## src/rtl/rth_pkg.sv

```systemverilog
// Shared types and constants for the RGB to HSL pixel converter.
`timescale 1ns / 1ps

package rth_pkg;

    localparam int ChanW   = 8;
    localparam int NumW    = 16;
    localparam int DivSteps = 8;
    localparam int DegW    = 10;
    localparam int ScaleW  = 10;

    // floor(deg * 255 / 360) is floor(floor(deg * 17 / 8) / 3), and the
    // division by three is a multiply by 683 and a shift by 11.
    localparam int unsigned HueRecip = 683;
    localparam int          HueShift = 11;

    typedef enum logic [1:0] {
        SECTOR_RED   = 2'd0,
        SECTOR_GREEN = 2'd1,
        SECTOR_BLUE  = 2'd2
    } sector_t;

    // Per-pixel information that rides beside the two dividers.
    typedef struct packed {
        logic              grey;
        logic              neg;
        sector_t           sector;
        logic [ChanW-1:0]  lig;
    } sideband_t;

    typedef struct packed {
        logic [ChanW-1:0] hue;
        logic [ChanW-1:0] sat;
        logic [ChanW-1:0] lig;
    } result_t;

endpackage

```

## src/rtl/rth_if.sv

```systemverilog
// Valid/ready channel interfaces for RGB input pixels and HSL output pixels.
`timescale 1ns / 1ps

interface rth_rgb_if;
    logic       valid;
    logic       ready;
    logic [7:0] red;
    logic [7:0] green;
    logic [7:0] blue;

    modport source (output valid, output red, output green, output blue, input ready);
    modport sink   (input valid, input red, input green, input blue, output ready);
endinterface

interface rth_hsl_if;
    logic       valid;
    logic       ready;
    logic [7:0] hue;
    logic [7:0] saturation;
    logic [7:0] lightness;

    modport source (output valid, output hue, output saturation, output lightness,
                    input ready);
    modport sink   (input valid, input hue, input saturation, input lightness,
                    output ready);
endinterface

```

## src/rtl/rth_div_step.sv

```systemverilog
// One registered step of a restoring divider that settles one quotient bit.
`timescale 1ns / 1ps

module rth_div_step #(
    parameter int SHIFT = 0
) (
    input  logic                      clk,
    input  logic                      en,
    input  logic [rth_pkg::NumW-1:0]  num,
    input  logic [rth_pkg::ChanW-1:0] den,
    input  logic [rth_pkg::ChanW-1:0] quo,
    output logic [rth_pkg::NumW-1:0]  num_out,
    output logic [rth_pkg::ChanW-1:0] den_out,
    output logic [rth_pkg::ChanW-1:0] quo_out
);
    import rth_pkg::*;

    logic [NumW-1:0]  shifted;
    logic             fits;
    logic [NumW-1:0]  num_next;
    logic [ChanW-1:0] quo_next;
    logic [NumW-1:0]  num_reg;
    logic [ChanW-1:0] den_reg;
    logic [ChanW-1:0] quo_reg;

    always_comb
    begin
        shifted  = NumW'(den) << SHIFT;
        fits     = (num >= shifted);
        num_next = fits ? (num - shifted) : num;
        quo_next = quo | (ChanW'(fits) << SHIFT);
    end

    always_ff @(posedge clk)
    begin
        if (en)
        begin
            num_reg <= num_next;
            den_reg <= den;
            quo_reg <= quo_next;
        end
    end

    assign num_out = num_reg;
    assign den_out = den_reg;
    assign quo_out = quo_reg;

endmodule

```

## src/rtl/rgb_to_hsl_pixel_top.sv

```systemverilog
// Top level of the pipelined RGB to HSL pixel converter.
`timescale 1ns / 1ps

// Converts one 8-bit RGB pixel per clock into 8-bit hue, saturation and
// lightness. Between its input and output beats a pixel passes, in order,
// the stage that finds the extremes, the stage that builds the numerators,
// the two restoring dividers (one quotient bit per stage), the stage that
// applies the hue sector, the stage that scales the degrees to a byte, and
// the output register. A single skid register behind the output register
// lets the input keep taking beats while a result waits; when both are full
// the whole pipeline holds and rgb.ready falls. Hue for grey pixels and
// saturation for grey pixels are zero.
module rgb_to_hsl_pixel_top (
    input  logic clk,
    input  logic rst_n,
    rth_rgb_if.sink   rgb,
    rth_hsl_if.source hsl
);
    import rth_pkg::*;

    logic en;

    // Stage 1: extremes, difference, sum, sector.
    logic                    v1_reg;
    logic [ChanW-1:0]        mx, mn;
    sector_t                 sector_next;
    logic signed [ChanW:0]   x_next;
    logic [ChanW-1:0]        d1_reg;
    logic [ChanW:0]          sum1_reg;
    logic signed [ChanW:0]   x1_reg;
    sector_t                 sector1_reg;

    always_comb
    begin
        mx = rgb.red;
        mn = rgb.red;
        if (rgb.green > mx) mx = rgb.green;
        if (rgb.blue > mx)  mx = rgb.blue;
        if (rgb.green < mn) mn = rgb.green;
        if (rgb.blue < mn)  mn = rgb.blue;
        priority if (mx == rgb.red)
        begin
            sector_next = SECTOR_RED;
            x_next = $signed({1'b0, rgb.green}) - $signed({1'b0, rgb.blue});
        end
        else if (mx == rgb.green)
        begin
            sector_next = SECTOR_GREEN;
            x_next = $signed({1'b0, rgb.blue}) - $signed({1'b0, rgb.red});
        end
        else
        begin
            sector_next = SECTOR_BLUE;
            x_next = $signed({1'b0, rgb.red}) - $signed({1'b0, rgb.green});
        end
    end

    always_ff @(posedge clk)
    begin
        if (en)
        begin
            d1_reg      <= mx - mn;
            sum1_reg    <= {1'b0, mx} + {1'b0, mn};
            x1_reg      <= x_next;
            sector1_reg <= sector_next;
        end
    end

    // Stage 2: numerators and divisors for hue and saturation.
    logic [ChanW-1:0] x_abs;
    logic [ChanW:0]   sden_wide;
    sideband_t        sb_next;

    logic [NumW-1:0]  hnum_s [0:DivSteps];
    logic [ChanW-1:0] hden_s [0:DivSteps];
    logic [ChanW-1:0] hquo_s [0:DivSteps];
    logic [NumW-1:0]  snum_s [0:DivSteps];
    logic [ChanW-1:0] sden_s [0:DivSteps];
    logic [ChanW-1:0] squo_s [0:DivSteps];
    sideband_t        sb_reg [0:DivSteps];
    logic [DivSteps:0] vdiv_reg;

    logic [NumW-1:0]  hnum2_reg, snum2_reg;
    logic [ChanW-1:0] hden2_reg, sden2_reg;

    always_comb
    begin
        x_abs = x1_reg[ChanW] ? ChanW'(-x1_reg) : x1_reg[ChanW-1:0];
        sden_wide = (sum1_reg >= (ChanW+1)'(255)) ? ((ChanW+1)'(510) - sum1_reg) : sum1_reg;
        sb_next.grey   = (d1_reg == '0);
        sb_next.neg    = x1_reg[ChanW];
        sb_next.sector = sector1_reg;
        sb_next.lig    = sum1_reg[ChanW:1];
    end

    always_ff @(posedge clk)
    begin
        if (en)
        begin
            hnum2_reg <= (NumW'(x_abs) << 6) - (NumW'(x_abs) << 2);
            hden2_reg <= d1_reg;
            snum2_reg <= (NumW'(d1_reg) << 8) - NumW'(d1_reg);
            sden2_reg <= sden_wide[ChanW-1:0];
            sb_reg[0] <= sb_next;
        end
    end

    assign hnum_s[0] = hnum2_reg;
    assign hden_s[0] = hden2_reg;
    assign hquo_s[0] = '0;
    assign snum_s[0] = snum2_reg;
    assign sden_s[0] = sden2_reg;
    assign squo_s[0] = '0;

    // Stages 3 to 10: both dividers, most significant quotient bit first.
    for (genvar k = 0; k < DivSteps; k++)
    begin : g_div
        rth_div_step #(.SHIFT(DivSteps - 1 - k)) u_hue_step (
            .clk     (clk),
            .en      (en),
            .num     (hnum_s[k]),
            .den     (hden_s[k]),
            .quo     (hquo_s[k]),
            .num_out (hnum_s[k+1]),
            .den_out (hden_s[k+1]),
            .quo_out (hquo_s[k+1])
        );

        rth_div_step #(.SHIFT(DivSteps - 1 - k)) u_sat_step (
            .clk     (clk),
            .en      (en),
            .num     (snum_s[k]),
            .den     (sden_s[k]),
            .quo     (squo_s[k]),
            .num_out (snum_s[k+1]),
            .den_out (sden_s[k+1]),
            .quo_out (squo_s[k+1])
        );

        always_ff @(posedge clk)
        begin
            if (en)
            begin
                sb_reg[k+1] <= sb_reg[k];
            end
        end
    end

    // Stage 11: floor of the signed ratio, sector offset, wrap, times 17/8.
    sideband_t               sb_last;
    logic [DegW-1:0]         hq_ext;
    logic signed [DegW-1:0]  mag;
    logic signed [DegW-1:0]  offset;
    logic signed [DegW-1:0]  deg_s;
    logic [DegW-2:0]         deg_u;
    logic [DegW+3:0]         deg17;
    logic                    v11_reg;
    logic [ScaleW-1:0]       y11_reg;
    logic [ChanW-1:0]        sat11_reg, lig11_reg;

    always_comb
    begin
        sb_last = sb_reg[DivSteps];
        // A negative ratio with a remainder rounds one further down.
        hq_ext = DegW'(hquo_s[DivSteps]) + DegW'(hnum_s[DivSteps] != '0);
        mag = sb_last.neg ? -$signed(hq_ext) : $signed(DegW'(hquo_s[DivSteps]));
        unique case (sb_last.sector)
            SECTOR_RED:   offset = DegW'(0);
            SECTOR_GREEN: offset = DegW'(120);
            SECTOR_BLUE:  offset = DegW'(240);
            default:      offset = DegW'(0);
        endcase
        deg_s = mag + offset;
        if (deg_s < 0)
        begin
            deg_s = deg_s + DegW'(360);
        end
        deg_u = sb_last.grey ? '0 : deg_s[DegW-2:0];
        deg17 = ({5'b0, deg_u} << 4) + {5'b0, deg_u};
    end

    always_ff @(posedge clk)
    begin
        if (en)
        begin
            y11_reg   <= deg17[DegW+2:3];
            sat11_reg <= sb_last.grey ? '0 : squo_s[DivSteps];
            lig11_reg <= sb_last.lig;
        end
    end

    // Stage 12: divide by three through the reciprocal.
    logic [2*ScaleW-1:0] hue_prod;
    logic                v12_reg;
    result_t             res12_reg;

    assign hue_prod = y11_reg * ScaleW'(HueRecip);

    always_ff @(posedge clk)
    begin
        if (en)
        begin
            res12_reg.hue <= hue_prod[HueShift+ChanW-1:HueShift];
            res12_reg.sat <= sat11_reg;
            res12_reg.lig <= lig11_reg;
        end
    end

    // Valid bits for every stage.
    always_ff @(posedge clk or negedge rst_n)
    begin
        if (!rst_n)
        begin
            v1_reg   <= 1'b0;
            vdiv_reg <= '0;
            v11_reg  <= 1'b0;
            v12_reg  <= 1'b0;
        end
        else if (en)
        begin
            v1_reg   <= rgb.valid;
            vdiv_reg <= {vdiv_reg[DivSteps-1:0], v1_reg};
            v11_reg  <= vdiv_reg[DivSteps];
            v12_reg  <= v11_reg;
        end
    end

    // Output register with a skid register behind it.
    logic    out_valid_reg, skid_valid_reg;
    result_t out_reg, skid_reg;
    logic    out_busy;

    assign en       = !skid_valid_reg;
    assign out_busy = out_valid_reg && !hsl.ready;

    always_ff @(posedge clk or negedge rst_n)
    begin
        if (!rst_n)
        begin
            out_valid_reg  <= 1'b0;
            skid_valid_reg <= 1'b0;
        end
        else if (out_busy)
        begin
            if (en && v12_reg)
            begin
                skid_valid_reg <= 1'b1;
            end
        end
        else if (skid_valid_reg)
        begin
            out_valid_reg  <= 1'b1;
            skid_valid_reg <= 1'b0;
        end
        else
        begin
            out_valid_reg <= en && v12_reg;
        end
    end

    always_ff @(posedge clk)
    begin
        if (out_busy)
        begin
            if (en && v12_reg)
            begin
                skid_reg <= res12_reg;
            end
        end
        else if (skid_valid_reg)
        begin
            out_reg <= skid_reg;
        end
        else if (en && v12_reg)
        begin
            out_reg <= res12_reg;
        end
    end

    assign rgb.ready      = en;
    assign hsl.valid      = out_valid_reg;
    assign hsl.hue        = out_reg.hue;
    assign hsl.saturation = out_reg.sat;
    assign hsl.lightness  = out_reg.lig;

    a_skid_needs_out: assert property (@(posedge clk) disable iff (!rst_n)
        skid_valid_reg |-> out_valid_reg)
        else $error("skid register holds a beat while the output register is empty");

    a_accept_enters: assert property (@(posedge clk) disable iff (!rst_n)
        (rgb.valid && rgb.ready) |=> v1_reg)
        else $error("accepted pixel did not enter the first stage");

    a_blocked_to_skid: assert property (@(posedge clk) disable iff (!rst_n)
        (out_busy && !skid_valid_reg && v12_reg) |=> skid_valid_reg)
        else $error("finished pixel was not caught by the skid register");

    a_hue_range: assert property (@(posedge clk) disable iff (!rst_n)
        out_valid_reg |-> (out_reg.hue != 8'hFF))
        else $error("hue out of range");

endmodule
```

## src/flat_wrapper.sv

```systemverilog
// flat-port wrapper written by rule: the top's interface ports become plain ports
module rgb_to_hsl_pixel_top_flat import rth_pkg::*;
  (clk, rst_n, rgb_valid, rgb_red, rgb_green, rgb_blue, rgb_ready, hsl_valid, hsl_hue, hsl_saturation, hsl_lightness, hsl_ready);
  rth_rgb_if rgb_i ();
  rth_hsl_if hsl_i ();
  input  logic clk;
  input  logic rst_n;
  input wire logic [$bits(rgb_i.valid)-1:0] rgb_valid;
  input wire logic [$bits(rgb_i.red)-1:0] rgb_red;
  input wire logic [$bits(rgb_i.green)-1:0] rgb_green;
  input wire logic [$bits(rgb_i.blue)-1:0] rgb_blue;
  output wire logic [$bits(rgb_i.ready)-1:0] rgb_ready;
  output wire logic [$bits(hsl_i.valid)-1:0] hsl_valid;
  output wire logic [$bits(hsl_i.hue)-1:0] hsl_hue;
  output wire logic [$bits(hsl_i.saturation)-1:0] hsl_saturation;
  output wire logic [$bits(hsl_i.lightness)-1:0] hsl_lightness;
  input wire logic [$bits(hsl_i.ready)-1:0] hsl_ready;
  assign rgb_i.valid = rgb_valid;
  assign rgb_i.red = rgb_red;
  assign rgb_i.green = rgb_green;
  assign rgb_i.blue = rgb_blue;
  assign rgb_ready = rgb_i.ready;
  assign hsl_valid = hsl_i.valid;
  assign hsl_hue = hsl_i.hue;
  assign hsl_saturation = hsl_i.saturation;
  assign hsl_lightness = hsl_i.lightness;
  assign hsl_i.ready = hsl_ready;
  rgb_to_hsl_pixel_top u_core (.clk(clk), .rst_n(rst_n), .rgb(rgb_i), .hsl(hsl_i));
endmodule
```

## config.mk

```make
export PLATFORM = sky130hd
export DESIGN_NAME = rgb_to_hsl_pixel_top_flat
export DESIGN_NICKNAME = d
export VERILOG_FILES = /design/src/rtl/rth_pkg.sv /design/src/rtl/rth_if.sv /design/src/rtl/rth_div_step.sv /design/src/rtl/rgb_to_hsl_pixel_top.sv /design/src/flat_wrapper.sv
export SDC_FILE = /design/constraint.sdc
export NUM_CORES = 1
export LEC_CHECK = 0
export ABC_AREA = 1
export BUFFER_PORTS_ARGS = -buffer_cell sky130_fd_sc_hd__buf_2
export CORE_MARGIN = 2
export CORE_UTILIZATION = 64
export DETAILED_ROUTE_END_ITERATION = 10
export GPL_TIMING_DRIVEN = 0
export HOLD_SLACK_MARGIN = 0.03
export PLACE_DENSITY = 0.9
export SLEW_MARGIN = 30
export SYNTH_ARGS = -nofsm -noshare
export SYNTH_HDL_FRONTEND = slang
export SYNTH_SLANG_ARGS = --single-unit
```

## constraint.sdc

```tcl
create_clock -name clk -period 45.1 [get_ports clk]
set_input_delay 4.51 -clock clk [delete_from_list [all_inputs] [get_ports clk]]
set_output_delay 4.51 -clock clk [all_outputs]
set_load 0.02 [all_outputs]
```

==> results of run 1 <==
layout make-up:
class / count / share of cell area (%)
clock buffers: 85 / 4.457
flip-flops and latches: 687 / 51.90
clock inverters: 35 / 0.7328
well taps: 748 / 2.363
plain buffers: 35 / 0.4549
multi-input cells: 2073 / 33.90
inverters: 492 / 4.675
repair buffers: 68 / 1.504
diodes: 1 / 0.006318
final timing paths:
| path | to | startpoint | slack, ns |
|---|---|---|---|
| worst max-delay path | u_core.d1_reg[7] | rgb_green[1] | 35.48 |
| worst min-delay path | u_core.sb_reg[4][10] | u_core.sb_reg[3][22] | 0.41 |
| worst max register to register | u_core.y11_reg[9] | u_core.g_div[7].u_hue_step.num_out[1] | 38.49 |
| worst min register to register | u_core.sb_reg[4][10] | u_core.sb_reg[3][22] | 0.41 |
| max in group asynchronous | u_core.vdiv_reg[1] | rst_n | 41.05 |
| min in group asynchronous | u_core.v12_reg | rst_n | 3.79 |
per-layer routing:
layer	track usage, %	up-vias	share of wire, %
met2	49.84	1364	50
met3	5.650	438	7.2
met5	0	-	0
li1	-	11554	-
met1	30.74	11633	35
met4	18.72	0	7.7
cell usage after synthesis, drive strengths merged, types with 12 or more instances:
library cell / count
xnor2: 67
nor2: 236
inv: 490
nand4: 37
fa: 43
xor2: 121
o21ai: 176
edfxtp: 673
nand3: 138
clkbuf: 23
a21oi: 204
nor3: 36
dfrtp: 14
nand3b: 12
o21bai: 16
o211ai: 12
buf: 12
nand2: 605
nor4: 23
ha: 264
metrics by stage:
| step | cells | worst slack (ns) | utilization, % | instance area (um^2) | hold WS, ns |
|---|---|---|---|---|---|
| 2_1_floorplan | 3287 | 22.95 | - | 36000 | 0.4003 |
| 3_3_place_gp | 4088 | 15.82 | 67.27 | 37200 | 0.4001 |
| 3_5_place_dp | 4103 | 34.87 | 67.90 | 37550 | 0.4045 |
| 4_1_cts | 4223 | 35.52 | 71.61 | 39610 | 0.4137 |
| 5_1_grt | 4223 | 35.01 | 71.61 | 39610 | 0.4163 |
| 6_report | 4224 | 35.48 | 71.62 | 39610 | 0.4138 |
cell families after synthesis:
kind of cell	after synthesis	share of synthesized area, %
and+or+nand+nor	1107	13.82
xor gates and xnor gates	188	4.574
buffers and inverters	527	5.634
adders and majority gates	307	11.57
AOI/OAI and AO/OA	471	7.298
DFF	687	57.11
worst register-to-register path, delay by kind of cell, from the launching register on:
family | cells | cell delay, ns
xor+xnor | 1 | 0.23
flops | 1 | 0.36
fa+ha+maj | 6 | 1.77
buf+inv | 4 | 0.32
simple gates | 14 | 2.31
compound gates | 6 | 1.38
==> reports/metrics.cfg, run 1 <==
[synthesis]
syn_area_per_cell_um2=10.95
synth-edff-count=673
syn_inst=3287
yosysTopAreaCellShare_pct=56.13
synth_area_um2=36000
synth_nets=3622
yosys_warnings=0
yosys_register_bits=687
synth-async-reset-ratio_pct=2.038
ys.flop_type=edfxtp_1
yosysTopAreaCell=edfxtp_1
ys_types=66
yosys-top-cells-area=edfxtp_1 56%, ha_1 9.2%, nand2_1 5.9%
synth-seq-area-share_pct=57.11

[clock_tree]
h-tree-depth=3
numCtsBuffers=67
clock_latency_ns=0.62
cts_tree=yes
clkTransAtPathRegs_ns=0.07
clockBufferDepth=3
post_cts_buffers=0
cts-root-buf=clkbuf_16
clock_sinks=687
cts_resized=0
hold_buffers=0

[global_route]
grt_max_degree=57
grt_pass1_vias=24807
antenna_found_initial=0
grt_pass1_wl_um=126800
overflow=0
grt_usage_pct=28.18

[critical_path]
cpMaxStageDelayCell=a211oi_1
critPathBufInv=8
crit_fanout=10
worstSetupPathType=input port to register
worst-path-stages=28
critPathMaxStageDelay_ns=0.70
crit_family=compound AO/OA/AOI/OAI gates
worstPathArrival_ns=9.98
cp-end-kind=register
cp.required_ns=45.46
worstRegToRegCells=31
critPathLaunchType=input port

[detailed_routing]
viasPerCell=5.916
drtAntennaViolNets=0
drc_errors=0
vias=24989
drtIter0Drc=2867
avgRoutedWirePerCell_um=18.84
wirelength_um=79600
first_pass_iters=7

[worst_hold_path]
hold_path.class=register to register
hold_path_depth=0

[sta]
finClkSkew_ns=0.03052
hold_violations=0
fin_crit_sh_pct=21.32
period_minus_slack_ns=9.617
tns_ns=0
tightest_slew_ns=1.017
slew_violations=0
relSlewSlack_pct=31.68
finalSetupViolations=0
timing.fmax_ghz=0.1040
grt_setup_unrepaired=no

[floorplan]
initial_core_util_pct=65.09
io_pins=54
dieArea_um2=58170
rows=86
die_w_um=241.2
die_h_um=241.2
core_um2=55310

[placed_design]
io_buffers=53
gp_congestion=0.9425
dpl.hpwl_um=52580

[final_layout]
nFillCells=3355
seqCellArea_um2=20560
largest_register_ffs=115
syn_to_final_growth_pct=10.02
layout.nets=3759
multi_input_area_um2=13430
final_common_cell=edfxtp_1
final_layout_size_suffix_gt1_share_pct=7.626
layout_common_cells=673 x edfxtp_1, 569 x nand2_1, 481 x inv_1

[run]
cap_violations=0

[outcome]
outcome=complete, no violations

Power of run 1 is left out: the tool's default activity adds up to more than one toggle a clock period on the data nets, which glitch-free logic cannot reach.
==> run 2: changes to the inputs <==
--- a/config.mk
+++ b/config.mk
@@ -5,14 +5,14 @@
 export SDC_FILE = /design/constraint.sdc
 export NUM_CORES = 1
 export LEC_CHECK = 0
-export ABC_AREA = 1
+export ABC_AREA = 0
 export BUFFER_PORTS_ARGS = -buffer_cell sky130_fd_sc_hd__buf_2
 export CORE_MARGIN = 2
-export CORE_UTILIZATION = 64
+export CORE_UTILIZATION = 58
 export DETAILED_ROUTE_END_ITERATION = 10
 export GPL_TIMING_DRIVEN = 0
 export HOLD_SLACK_MARGIN = 0.03
-export PLACE_DENSITY = 0.9
+export PLACE_DENSITY = 0.86
 export SLEW_MARGIN = 30
 export SYNTH_ARGS = -nofsm -noshare
 export SYNTH_HDL_FRONTEND = slang
==> constraint.sdc (replaced) <==
create_clock -name clk -period 7.8 [get_ports clk]
set_input_delay 0.78 -clock clk [delete_from_list [all_inputs] [get_ports clk]]
set_output_delay 0.78 -clock clk [all_outputs]
set_load 0.02 [all_outputs]
==> run 2 against run 1 <==
Die area rose by 8.1%; utilization fell by 6.6 points; hold slack got worse by 0.33 ns; cell count fell by 11%; clock skew fell by 0.0069 ns; cell area fell by 1.1%; critical endpoint is now u_core.y11_reg[9]; largest cell class unchanged.
==> reports/metrics.cfg, run 2 <==
[outcome]
outcome=complete, no violations

[sta]
grt_setup_unrepaired=no
tightest_slew_ns=1.001  ; -0.01548 ns
fin_crit_sh_pct=86.66
slew_violations=0  ; unchanged
timing.fmax_ghz=0.1479
hold_violations=0  ; unchanged
relSlewSlack_pct=33.07  ; +1.4 points
final.setup.worst_slack_ns=1.041  ; -34.44 ns
period_minus_slack_ns=6.759
finalSetupViolations=0  ; unchanged
tns_ns=0  ; unchanged
finClkSkew_ns=0.02364  ; -0.006878 ns

[clock_tree]
h-tree-depth=3  ; unchanged
numCtsBuffers=66  ; -1.5%
clockBufferDepth=3  ; unchanged
clkTransAtPathRegs_ns=0.06  ; about the same
clock_latency_ns=0.59  ; -0.03 ns
post_cts_buffers=0  ; unchanged
hold_buffers=0  ; unchanged
cts_tree=yes
cts-root-buf=clkbuf_16
cts_resized=0  ; unchanged
clock_sinks=687  ; unchanged

[global_route]
grt_pass1_vias=22527  ; -9.2%
grt_usage_pct=20.83  ; -7.4 points
met1_usage_pct=22.07  ; -8.7 points
met3_usage_pct=2.619  ; -3.0 points
grt_pass1_wl_um=106500  ; -16%
antenna_found_initial=0  ; unchanged
grt_max_degree=36  ; -37%
overflow=0  ; unchanged
met2_usage_pct=39.67  ; -10 points
grt-busiest-layer=met2

[floorplan]
rows=90  ; +4.7%
dieArea_um2=62860  ; +8.1%
initial_core_util_pct=58.60  ; -6.5 points
io_pins=54  ; unchanged
die_w_um=250.7  ; +4.0%
core_um2=60250  ; +8.9%
die_h_um=250.7  ; +4.0%

[critical_path]
cpMaxStageDelayCell=fa_1
worstSetupPathType=register to register
cp-end-kind=register
crit_fanout=7  ; -3
critPathMaxStageDelay_ns=0.47  ; -0.23 ns
worstPathArrival_ns=7.08  ; -2.90 ns
cpMostUsedCell=ha_1
critPathLaunchType=register
cp.required_ns=8.12  ; -37.34 ns

[detailed_routing]
drtAntennaViolNets=0  ; unchanged
wirelength_um=65250  ; -18%
vias=21593  ; -14%
avgRoutedWirePerCell_um=17.33  ; -8.1%
drc_errors=0  ; unchanged
viasPerCell=5.734  ; -3.1%
drtIter0Drc=1294  ; -55%
first_pass_iters=8  ; +1

[synthesis]
synth_nets=3126  ; -14%
yosys_warnings=0  ; unchanged
synthTopCellsByCount=673 x edfxtp_1, 325 x inv_1, 264 x ha_1, 187 x nor2_1, 167 x a21oi_1
synth_area_um2=35300  ; -1.9%
yosys-top-cells-area=edfxtp_1 57%, ha_1 9.4%, inv_1 3.5%
yosysTopAreaCell=edfxtp_1
yosysTopAreaCellShare_pct=57.24  ; +1.1 points
yosys_register_bits=687  ; unchanged
synth-edff-count=673  ; unchanged
syn_area_per_cell_um2=12.65  ; +15%
synth-seq-area-share_pct=58.24  ; +1.1 points
syn_inst=2791  ; -15%
synth_most_common_cell=edfxtp_1
ys.flop_type=edfxtp_1
ys_types=83  ; +26%
synth-async-reset-ratio_pct=2.038  ; unchanged

[placed_design]
gp_congestion=0.9094  ; -3.5%
io_buffers=53  ; unchanged
dpl.cell_count=3651  ; -11%
dpl.hpwl_um=47140  ; -10%
post-place-ws_ns=1.130  ; -33.74 ns

[final_layout]
final_layout_size_suffix_gt1_share_pct=8.847  ; +1.2 points
layout.nets=3272  ; -13%
diodes=0  ; -1
fin_cells=3766  ; -11%
final_common_cell=edfxtp_1
layout_common_cells=673 x edfxtp_1, 324 x inv_1, 264 x ha_1
syn_to_final_growth_pct=10.98
largest_register_ffs=115  ; unchanged

[run]
cap_violations=0  ; unchanged

[worst_hold_path]
hold_path.class=input port to asynchronous set/reset pin

==> run 2: metrics by stage <==
stage | util, % | area, um^2 | hold WS [ns]
floorplan | - | 35310 | 0.4003
global placement | 60.68 | 36560 | 0.4005
detailed placement | 61.54 | 37080 | 0.4045
CTS | 65.03 | 39180 | 0.05219
global route | 65.04 | 39180 | 0.08554
finish | 65.04 | 39180 | 0.08167
==> run 2: logic make-up (layout without fill, tap and decap cells) <==
| kind of cell | after synthesis | in the layout | share of synthesized area, % |
|---|---|---|---|
| DFF | 687 | 687 | 58.24 |
| muxes | 98 | 98 | 2.988 |
| adders and majority gates | 307 | 307 | 11.79 |
| xor gates and xnor gates | 226 | 226 | 5.607 |
| and+or+nand+nor | 622 | 622 | 8.906 |
| AOI/OAI and AO/OA | 481 | 481 | 8.431 |
| buffers and inverters | 370 | 563 | 4.037 |
==> run 2: worst max-delay path: cells and delay by family (launching register included) <==
kind / cells / cell delay, ns
mux: 1 / 0.18
fa+ha+maj: 6 / 2.00
simple gates: 8 / 1.60
flops: 1 / 0.37
xor+xnor: 3 / 0.46
buf+inv: 3 / 0.18
compound gates: 7 / 1.73
==> run 2: routing by layer <==
layer  share of wire [%]  vias to the layer above
met4                 4.7                        0
met5                   0                        -
met2                  54                      634
li1                    -                    10331
met1                  37                    10434
met3                 3.7                      194
==> run 2: path summary, 6_finish.rpt <==
kind / start / to / slack [ns] / depth (start not counted)
worst max-delay path: u_core.g_div[7].u_hue_step.num_out[1] / u_core.y11_reg[9] / 1.04 / 28
worst min-delay path: rst_n / u_core.hsl.valid / 0.08 / 1
worst max register to register: u_core.g_div[7].u_hue_step.num_out[1] / u_core.y11_reg[9] / 1.04 / 28
max in group asynchronous: rst_n / u_core.vdiv_reg[2] / 7.49 / 1
worst min register to register: u_core.sb_reg[0][11] / u_core.sb_reg[0][23] / 0.41 / 0
min in group clk: u_core.sb_reg[0][11] / u_core.sb_reg[0][23] / 0.41 / 0
==> run 2: cell type report <==
class,count,area [um^2]
plain buffers,45,209.0
repair buffers,78,780.7
clock buffers,82,1795
well taps,782,978.4
multi-input cells,1734,13330
clock inverters,33,304.0
flip-flops and latches,687,20560
fillers,4025,21060
inverters,325,1224
Power of run 2 is left out for the same reason.
